## config.mk

```make
export PLATFORM = sky130hd
export DESIGN_NAME = sorted_event_time_queue_top
export DESIGN_NICKNAME = d
export VERILOG_FILES = /design/src/hw/rtl/setq_pkg.sv /design/src/hw/rtl/sorted_event_time_queue_top.sv /design/src/hw/rtl/setq_cell.sv
export SDC_FILE = /design/constraint.sdc
export NUM_CORES = 2
export LEC_CHECK = 0
export ABC_AREA = 0
export BUFFER_PORTS_ARGS = -buffer_cell sky130_fd_sc_hd__buf_2
export CELL_PAD_IN_SITES_DETAIL_PLACEMENT = 1
export CELL_PAD_IN_SITES_GLOBAL_PLACEMENT = 1
export CORE_ASPECT_RATIO = 1.5
export CORE_MARGIN = 1
export CORE_UTILIZATION = 47
export DETAILED_ROUTE_END_ITERATION = 7
export GPL_TIMING_DRIVEN = 0
export PLACE_DENSITY_LB_ADDON = 0.1
export SKIP_LAST_GASP = 1
export SLEW_MARGIN = 20
export SYNTH_ARGS = -nofsm -noshare
export SYNTH_HDL_FRONTEND = slang
export SYNTH_SLANG_ARGS = --single-unit
export TNS_END_PERCENT = 50
```

## constraint.sdc

```tcl
create_clock -name clk_i -period 9 [get_ports clk_i]
set_clock_uncertainty 0.05 [all_clocks]
set_input_delay 2.25 -clock clk_i [delete_from_list [all_inputs] [get_ports clk_i]]
set_output_delay 2.25 -clock clk_i [all_outputs]
set_load 0.01 [all_outputs]
```

## src/hw/rtl/setq_pkg.sv

```systemverilog
// Shared types and constants for the sorted event time queue.
package setq_pkg;

  localparam int unsigned TimeW       = 32;
  localparam int unsigned QueueDepth  = 16;
  localparam int unsigned CfgIndexW   = 1;

  typedef enum logic [1:0] {
    OP_SCHEDULE = 2'd0,
    OP_CHECK    = 2'd1,
    OP_CLEAR    = 2'd2,
    OP_UNUSED   = 2'd3
  } setq_op_e;

  typedef enum logic [2:0] {
    ST_OK       = 3'd0,
    ST_UNSET    = 3'd1,
    ST_READ_ERR = 3'd2,
    ST_WINDOW   = 3'd3,
    ST_PAST     = 3'd4,
    ST_FULL     = 3'd5,
    ST_BUSY     = 3'd6
  } setq_status_e;

  typedef enum logic [CfgIndexW-1:0] {
    REG_MIN_VALID_TIME = 1'b0,
    REG_MAX_VALID_TIME = 1'b1
  } setq_reg_e;

  typedef struct packed {
    logic             ins;
    logic             pop;
    logic             clr;
    logic [TimeW-1:0] req_time;
  } setq_ctrl_t;

endpackage

```

## src/hw/rtl/sorted_event_time_queue_top.sv

```systemverilog
// Sorted event time queue: command decode, window checks and the chain of slots.
// Latency: a result is strobed in the cycle after its command is taken.
// Throughput: one command per cycle; every slot compares and shifts in the same cycle.
// busy is always low; results cannot be stalled by the receiver.
// Reset empties the queue and sets the window to its full range; no clearing pass.
module sorted_event_time_queue_top
  import setq_pkg::*;
#(
  parameter int unsigned QUEUE_DEPTH = QueueDepth,
  localparam int unsigned CountW     = $clog2(QUEUE_DEPTH + 1)
) (
  input  logic                 clk_i,
  input  logic                 rst_ni,
  input  logic                 start,
  output logic                 busy,
  input  logic [1:0]           operation_i,
  input  logic [TimeW-1:0]     request_time_i,
  input  logic [TimeW-1:0]     now_time_i,
  input  logic                 clock_set_i,
  input  logic                 clock_read_ok_i,
  input  logic                 payload_busy_i,
  input  logic                 cfg_valid_i,
  output logic                 cfg_ready_o,
  input  logic [CfgIndexW-1:0] cfg_index_i,
  input  logic [TimeW-1:0]     cfg_data_i,
  output logic                 result_valid_o,
  output logic [2:0]           status_o,
  output logic                 fire_event_o,
  output logic [CountW-1:0]    pending_count_o,
  output logic [TimeW-1:0]     next_time_o
);

  logic [TimeW-1:0]  min_q, max_q;
  logic [CountW-1:0] count_q, count_d;
  logic              strobe_q;
  setq_status_e      status_q, status_d;
  logic              fire_q, fire_d;
  setq_ctrl_t        ctrl;
  setq_op_e          op;
  logic              req_in_win, now_in_win, full, head_due, accept;

  logic             valid_w [QUEUE_DEPTH];
  logic             ge_w    [QUEUE_DEPTH];
  logic [TimeW-1:0] time_w  [QUEUE_DEPTH];

  assign busy        = 1'b0;
  assign cfg_ready_o = 1'b1;
  assign accept      = start && !busy;
  assign op          = setq_op_e'(operation_i);

  assign req_in_win = (request_time_i >= min_q) && (request_time_i <= max_q);
  assign now_in_win = (now_time_i >= min_q) && (now_time_i <= max_q);
  assign full       = valid_w[QUEUE_DEPTH-1];
  assign head_due   = valid_w[0] && (now_time_i >= time_w[0]);

  always_comb begin
    ctrl          = '0;
    ctrl.req_time = request_time_i;
    status_d      = ST_OK;
    fire_d        = 1'b0;
    count_d       = count_q;
    if (accept) begin
      case (op)
        OP_SCHEDULE: begin
          if (!clock_set_i) begin
            status_d = ST_UNSET;
          end else if (!req_in_win) begin
            status_d = ST_WINDOW;
          end else if (!clock_read_ok_i) begin
            status_d = ST_READ_ERR;
          end else if (request_time_i < now_time_i) begin
            status_d = ST_PAST;
          end else if (full) begin
            status_d = ST_FULL;
          end else begin
            ctrl.ins = 1'b1;
            count_d  = count_q + 1'b1;
          end
        end
        OP_CHECK: begin
          if (!clock_set_i) begin
            status_d = ST_UNSET;
          end else if (!clock_read_ok_i) begin
            status_d = ST_READ_ERR;
            ctrl.clr = 1'b1;
            count_d  = '0;
          end else if (!now_in_win) begin
            status_d = ST_WINDOW;
            ctrl.clr = 1'b1;
            count_d  = '0;
          end else if (head_due) begin
            ctrl.pop = 1'b1;
            count_d  = count_q - 1'b1;
            if (payload_busy_i) begin
              status_d = ST_BUSY;
            end else begin
              fire_d = 1'b1;
            end
          end
        end
        OP_CLEAR: begin
          ctrl.clr = 1'b1;
          count_d  = '0;
        end
        default: begin
          status_d = ST_OK;
        end
      endcase
    end
  end

  for (genvar i = 0; i < QUEUE_DEPTH; i++) begin : g_cell
    logic             left_valid, left_ge, right_valid;
    logic [TimeW-1:0] left_time, right_time;

    if (i == 0) begin : g_first
      assign left_valid = 1'b1;
      assign left_ge    = 1'b0;
      assign left_time  = '0;
    end else begin : g_inner_left
      assign left_valid = valid_w[i-1];
      assign left_ge    = ge_w[i-1];
      assign left_time  = time_w[i-1];
    end

    if (i == QUEUE_DEPTH - 1) begin : g_last
      assign right_valid = 1'b0;
      assign right_time  = time_w[i];
    end else begin : g_inner_right
      assign right_valid = valid_w[i+1];
      assign right_time  = time_w[i+1];
    end

    setq_cell u_cell (
      .clk_i        (clk_i),
      .rst_ni       (rst_ni),
      .ctrl_i       (ctrl),
      .left_valid_i (left_valid),
      .left_ge_i    (left_ge),
      .left_time_i  (left_time),
      .right_valid_i(right_valid),
      .right_time_i (right_time),
      .valid_o      (valid_w[i]),
      .ge_o         (ge_w[i]),
      .time_o       (time_w[i])
    );
  end

  always_ff @(posedge clk_i or negedge rst_ni) begin
    if (!rst_ni) begin
      min_q    <= '0;
      max_q    <= '1;
      count_q  <= '0;
      strobe_q <= 1'b0;
      status_q <= ST_OK;
      fire_q   <= 1'b0;
    end else begin
      if (cfg_valid_i && cfg_ready_o) begin
        case (setq_reg_e'(cfg_index_i))
          REG_MIN_VALID_TIME: min_q <= cfg_data_i;
          REG_MAX_VALID_TIME: max_q <= cfg_data_i;
          default: ;
        endcase
      end
      count_q  <= count_d;
      strobe_q <= accept;
      if (accept) begin
        status_q <= status_d;
        fire_q   <= fire_d;
      end
    end
  end

  assign result_valid_o  = strobe_q;
  assign status_o        = status_q;
  assign fire_event_o    = fire_q;
  assign pending_count_o = count_q;
  assign next_time_o     = valid_w[0] ? time_w[0] : '0;

endmodule

```

## src/hw/rtl/setq_cell.sv

```systemverilog
// One queue slot: holds a timestamp, compares against an insert and shifts to a neighbour.
module setq_cell
  import setq_pkg::*;
(
  input  logic             clk_i,
  input  logic             rst_ni,
  input  setq_ctrl_t       ctrl_i,
  input  logic             left_valid_i,
  input  logic             left_ge_i,
  input  logic [TimeW-1:0] left_time_i,
  input  logic             right_valid_i,
  input  logic [TimeW-1:0] right_time_i,
  output logic             valid_o,
  output logic             ge_o,
  output logic [TimeW-1:0] time_o
);

  logic             valid_q, valid_d;
  logic [TimeW-1:0] time_q, time_d;

  assign ge_o    = valid_q && (time_q >= ctrl_i.req_time);
  assign valid_o = valid_q;
  assign time_o  = time_q;

  always_comb begin
    valid_d = valid_q;
    time_d  = time_q;
    if (ctrl_i.clr) begin
      valid_d = 1'b0;
    end else if (ctrl_i.ins) begin
      valid_d = valid_q | left_valid_i;
      if (left_ge_i) begin
        time_d = left_time_i;
      end else if (ge_o || !valid_q) begin
        time_d = ctrl_i.req_time;
      end
    end else if (ctrl_i.pop) begin
      valid_d = right_valid_i;
      time_d  = right_time_i;
    end
  end

  always_ff @(posedge clk_i or negedge rst_ni) begin
    if (!rst_ni) begin
      valid_q <= 1'b0;
    end else begin
      valid_q <= valid_d;
    end
  end

  always_ff @(posedge clk_i) begin
    time_q <= time_d;
  end

endmodule

```

# Word-level counts from Yosys, hierarchy flattened
# Index checks and enable logic that the tools add are counted.
[word_totals]
reg_bits = 602
output_inout_bits = 44
[op_classes]
addsub = 2
magnitude_cmp = 22
eq_ne = 24
mux = 152
bitwise = 17
reduce_logical = 75
[op_table]
columns = ["op", "n"]
rows = [
  ["$mux W32", 62],
  ["$ge A32 B32 Y1", 19],
  ["$mux W1", 66],
  ["$le A32 B32 Y1", 2],
  ["$reduce_and A3 Y1", 16],
  ["$mux W5", 9],
  ["$ne A3 B1 Y1 const B", 14],
  ["$mux W3", 11],
  ["$lt A32 B32 Y1", 1],
  ["$logic_and A1 B1 Y1", 19],
  ["$logic_not A1 Y1", 16],
  ["$logic_or A1 B1 Y1", 16],
  ["$or A1 B1 Y1", 15],
  ["$pmux W5 S3", 1],
  ["$ne A2 B2 Y1 const B", 6],
  ["$reduce_and A9 Y1", 1],
  ["$pmux W3 S2", 1],
  ["$reduce_bool A3 Y1", 2],
  ["$add A5 B1 Y5 const B", 1],
  ["$sub A5 B1 Y5 const B", 1],
  ["$ne A4 B4 Y1 const B", 1],
  ["$reduce_and A2 Y1", 2],
  ["$reduce_bool A2 Y1", 2],
  ["$eq A2 B1 Y1 const B", 1],
  ["6 further kinds", 7],
]

# Logic depth before layout (Yosys ltp)
[logic_depth]
depth_word = 11
mapped_depth = 16
mapped_depth_nobuf = 11

# Modules after synthesis
# From an unflattened synthesis, not the netlist that was laid out.
[hier_totals]
cells_unflattened = 5098
hier_area_um2 = 49516.2
[modules_own_cells]
columns = ["module", "n_inst", "cells_per_inst", "area_each_um2", "seq_area_each_um2"]
rows = [
  ["setq_cell", 16, 262, 2601.2, 985.9],
  ["sorted_event_time_queue_top", 1, 906, 7896.3, 1891.8],
]

# Worst setup path before layout
# No wires, ideal clock.
[synth_timing]
path_kind = "input -> register"
startpoint = "input request_time_i[29]"
endpoint = "register g_cell[13].u_cell.time_q[0] (enable)"
setup_time_ns = 0.480
t_arrival_ns = 7.400
path_slack_ns = 1.070
cell_stages = 9
n_path_buf = 1
cell_sequence = "inv_1 -> ha_1 -> nand4_1 -> or3_1 -> or4_1 -> o41ai_1 -> o21ai_1 -> clkbuf_1 -> a311oi_1"
[synth_via]
elab_chain_cells = 9
word_cells_on_any_way = 18
classes_between = "order compare: 5; eq/ne: 1; mux: 6; reduce/logical: 6"
[synth_lines]
columns = ["item", "line", "source"]
rows = [
  ["start, declared", "sorted_event_time_queue_top.sv:17", "input logic [TimeW-1:0] request_time_i,"],
  ["$lt A32 B32 Y1", "sorted_event_time_queue_top.sv:71", "end else if (request_time_i < now_time_i) begin"],
  ["$mux W1", "sorted_event_time_queue_top.sv:71", ""],
  ["$mux W1", "sorted_event_time_queue_top.sv:69", "end else if (!clock_read_ok_i) begin"],
  ["$mux W1", "sorted_event_time_queue_top.sv:67", "end else if (!req_in_win) begin"],
  ["$mux W1", "sorted_event_time_queue_top.sv:65", "if (!clock_set_i) begin"],
  ["$mux W1", "sorted_event_time_queue_top.sv:63", "case (op)"],
  ["$mux W3", "sorted_event_time_queue_top.sv:62", "if (accept) begin"],
  ["$ne A3 B1 Y1 (no line) or $reduce_bool A2 Y1 (tied branches)", "n/a", ""],
  ["$reduce_and A3 Y1 (no line) *", "n/a", ""],
  ["end signal, assigned", "setq_cell.sv:52", "time_q <= time_d;"],
  ["end, declared", "setq_cell.sv:19", "logic [TimeW-1:0] time_q, time_d;"],
]
# Every way passes the cells marked *; elsewhere a longest branch is shown, timed or not.
# A chain may end at the register's enable or synchronous reset.

# Worst setup path in the final report
[layout_timing]
startpoint = "input request_time_i[1]"
endpoint = "register g_cell[12].u_cell.time_q[7] (enable)"
[layout_via]
elab_chain_cells = 9
word_cells_on_any_way = 18
classes_between = "order compare: 5; eq/ne: 1; mux: 6; reduce/logical: 6"
[layout_lines]
columns = ["item", "line"]
rows = [
  ["$lt A32 B32 Y1", "sorted_event_time_queue_top.sv:71"],
  ["$mux W1", "sorted_event_time_queue_top.sv:71"],
  ["$mux W1", "sorted_event_time_queue_top.sv:69"],
  ["$mux W1", "sorted_event_time_queue_top.sv:67"],
  ["$mux W1", "sorted_event_time_queue_top.sv:65"],
  ["$mux W1", "sorted_event_time_queue_top.sv:63"],
  ["$mux W3", "sorted_event_time_queue_top.sv:62"],
  ["$ne A3 B1 Y1 (no line) or $reduce_bool A2 Y1 (tied branches)", "n/a"],
  ["$reduce_and A3 Y1 (no line) *", "n/a"],
  ["end signal, assigned", "setq_cell.sv:52"],
  ["end, declared", "setq_cell.sv:19"],
]
# Marked as above.

==> summary.txt <==
Pwr
  – Power per cell area: 142 nW/um^2
  – Sw Share: 28.2%
  – Psw: about 2 mW
  – Power share of the clock group: 40.7%
  – Internal power: around 5.1 mW
  – Sequential power share: between 40% and 50%
  – LEAKAGE: roughly 21 nW
  – Power Total: between 7 and 8 mW
  – Comb pwr share: between 10% and 20%
  – Worst vdd ir: about 0.14 mV

Global route
  – Vias in the first global route: 40360
  – Grt ovf: 0
  – Largest net degree at the start of global routing: about 70
  – Antenna violations before repair: 2
  – Global-route usage over all layers: about 34%
  – First-pass GRT wire length: approximately 240 mm

Layout
  – Layout area overhead: 11.7%
  – Post-layout util: between 50% and 60%
  – Final nets: ~5500
  – Most common library cell in the layout ignoring fill and taps: ha_1
  – Final instance area: ~50000 um^2
  – Commonest non-fill, non-tap cells in the layout: ha_1 (677), a21oi_1 (598), edfxtp_1 (512)
  – Layout cells sized above 1: between 10% and 20%
  – Diode count: 0

Worst setup path
  – RR Endpoint: g_cell[6].u_cell.time_o[5]$_DFFE_PP_
  – Crit path DAT: between 8 and 9 ns
  – Worst reg2reg path depth: 15
  – Critical Path Fanout Max: 17
  – RR Startpoint: max_q[29]$_DFFE_PN1P_
  – R2R setup slack: 2.80 ns
  – CP Launch Type: input pin
  – Worst setup path category: input pin to flop
  – CP endpoint kind: flop
  – Required @ worst endpoint: between 9 and 10 ns

Flow run
  – Max-cap violation count: 0

Timing
  – Setup violators final: 0
  – RSZ-0062 raised after global routing: false
  – Upper clock frequency limit: between 100 and 150 MHz
  – Min Tclk post-route: between 8 and 9 ns
  – Max_slew headroom: 12.6%
  – Hold slack: between 0.4 and 0.5 ns
  – Post-route clock period utilization: about nine tenths
  – Actual transition at the worst max-transition pin: 1.30 ns
  – Max-slew violation count: 0
  – Endpoints failing hold: 0

Synthesis
  – Unique masters post-synth: between 60 and 70
  – Most used DFF post-synth: edfxtp_1
  – Syn_nets: 5224
  – Asr flop ratio synth: between 10% and 20%
  – Main combinational cell family by area after synthesis: adder cells
  – Ys Warns: 0
  – Seq cells post-synth: roughly 600
  – Post-synth EDFFs: approximately 500
  – Mean Syn Cell Area: about 10 um^2
  – Syn Inst Count: about 4400
  – Mux contribution to synthesized area: a little over a tenth
  – Syn Std Cell Area: approximately 45000 um^2
  – Post-Synth Simple-Gate Area: between 10 and 15%
  – Adder-cell share of the synthesized area: a little under a fifth
  – Seq/Total Area, Yosys: between 30% and 40%
  – Post-synthesis xor/xnor area fraction: 0%
  – Synth Area in Compound Gates: between 10% and 20%

Floorplanning
  – Core area: just over 90000 um^2
  – Die H: ~380 um
  – Die X: ~250 um
  – Full die area: approximately 96000 um^2
  – I/O pins: 150
  – Initial Util: 47.6%
  – # rows: roughly 140

Detailed routing
  – Via density per instance: ~6.1
  – Wirelength, routed: ~160 mm
  – Residual DRC: 0
  – Iter 0 DRT Violations: 2008
  – DR WL/cell: 26.8 um
  – DR vias: about 37000
  – DR pass1 iterations: 5
  – Antenna viol nets, final: 0

Placement
  – IO Port Bufs: 147
  – RD Place Congestion: roughly 0.96
  – Dpl hpwl: ~130 mm
  – Area post-placement: 47500 um^2

Clocking
  – Clock sinks: roughly 600
  – Clk_lat worst skew: a little under 0.7 ns
  – CTS tree: built
  – H-tree levels: 3
  – Reg clk slew, reported paths: around 0.060 ns
  – Post-CTS sizing: 0
  – CTS root buffer: clkbuf_16
  – Post-cts hold buffer count: 0
  – CTS Buf Count: 68
  – Post CTS Setup Buffer Count: 0
  – Clock Tree Buf Depth: 3

Outcome
  – Status: complete, no violations

Worst hold path
  – Worst min path class: flop to flop
  – Min-Delay Endpoint: pending_count_o[4]$_DFFE_PN0P_
  – Worst Hold Depth: 1
  – Hold_sp: pending_count_o[4]$_DFFE_PN0P_
flip-flops by register name (all words and copies together) (netlist names):
register	flops
g_cell.u_cell.time_o	512
max_q	32
min_q	32
g_cell.u_cell.valid_o	16
pending_count_o	5
status_o	3
fire_event_o	1
result_valid_o	1
through the flow:
step	setup WS, ns	std cells	TNS [ns]
2_1_floorplan	1.07	4441	0
3_5_place_dp	0.505	5881	0
4_1_cts	1.21	6007	0
5_1_grt	0.768	6007	0
6_report	0.939	6007	0
3_3_place_gp	-3.39	5839	-1362.70
logic make-up after synthesis:
logic type,Yosys count
DFF,602
adders and majority gates,677
other,2
buffers and inverters,439
muxes,466
AOI/OAI and AO/OA,1266
and+or+nand+nor,989
per-layer routing:
| metal | up-vias | part of all wire, % | track usage [%] |
|---|---|---|---|
| li1 | 17148 | - | - |
| met1 | 18261 | 35 | 33.5 |
| met2 | 904 | 52 | 61.8 |
| met3 | 420 | 3.8 | 4.33 |
| met4 | 2 | 9.1 | 28.3 |
| met5 | - | 0.0081 | 0 |
worst max-delay path, stage by stage:
cell and delay (ns):
buf_2 0.30, inv_1 0.47, ha_1 0.46, a2111oi_0 0.09, or4_1 0.56, a21oi_1 0.41
o21ai_0 0.36, a21oi_1 0.94, and2_1 0.24, clkbuf_1 0.53, clkbuf_1 0.45, nor3_1 0.12
nor3_2 0.63, buf_4 0.33, buf_4 0.22
synthesized netlist by cell type, drive strengths merged, types with 36 or more instances:
library cell	count	area (um^2)
inv	211	792
and2	36	225
buf	78	400
dfrtp	58	1450
nand4	115	726
nand2	267	1000
o21ai	321	1610
mux2i	400	4000
a21oi	601	3010
clkbuf	150	563
mux2	66	743
ha	677	8470
a21o	140	1050
a211oi	38	285
edfxtp	512	15400
nor2	399	1500
layout make-up:
cell class	instances	area, um^2
sequential	602	17700
buffer	228	966
tap	1251	1570
multi-input combinational	3400	25300
clock inverter	24	191
clock buffer	102	2000
timing repair buffer	189	1210
inverter	211	792
fill	10468	43700
worst max-delay path by stage:
stage                                  start                                    end  slack, ns  cells after the start
after detailed placement   request_time_i[1]  g_cell[12].u_cell.time_o[5]$_DFFE_PP_       0.50                     15
after floorplan           request_time_i[29]  g_cell[13].u_cell.time_o[0]$_DFFE_PP_       1.07                      9
after global routing       request_time_i[1]  g_cell[12].u_cell.time_o[7]$_DFFE_PP_       0.77                     15
final                      request_time_i[1]  g_cell[12].u_cell.time_o[7]$_DFFE_PP_       0.94                     15
after global placement    request_time_i[31]  g_cell[13].u_cell.time_o[5]$_DFFE_PP_      -3.39                     10
after CTS                  request_time_i[0]  g_cell[12].u_cell.time_o[5]$_DFFE_PP_       1.21                     15
power by group through the flow:
stage               logic [mW]  registers, mW  clock network (mW)
floorplan                0.654           3.16                   0
global placement          1.01           3.16                   0
detailed placement        1.07           3.17                   0
CTS                       1.08           3.11                2.91
global route              1.19           3.12                2.99
finish                    1.07           3.11                2.87
No activity file was read; power rests on OpenSTA's default activity.
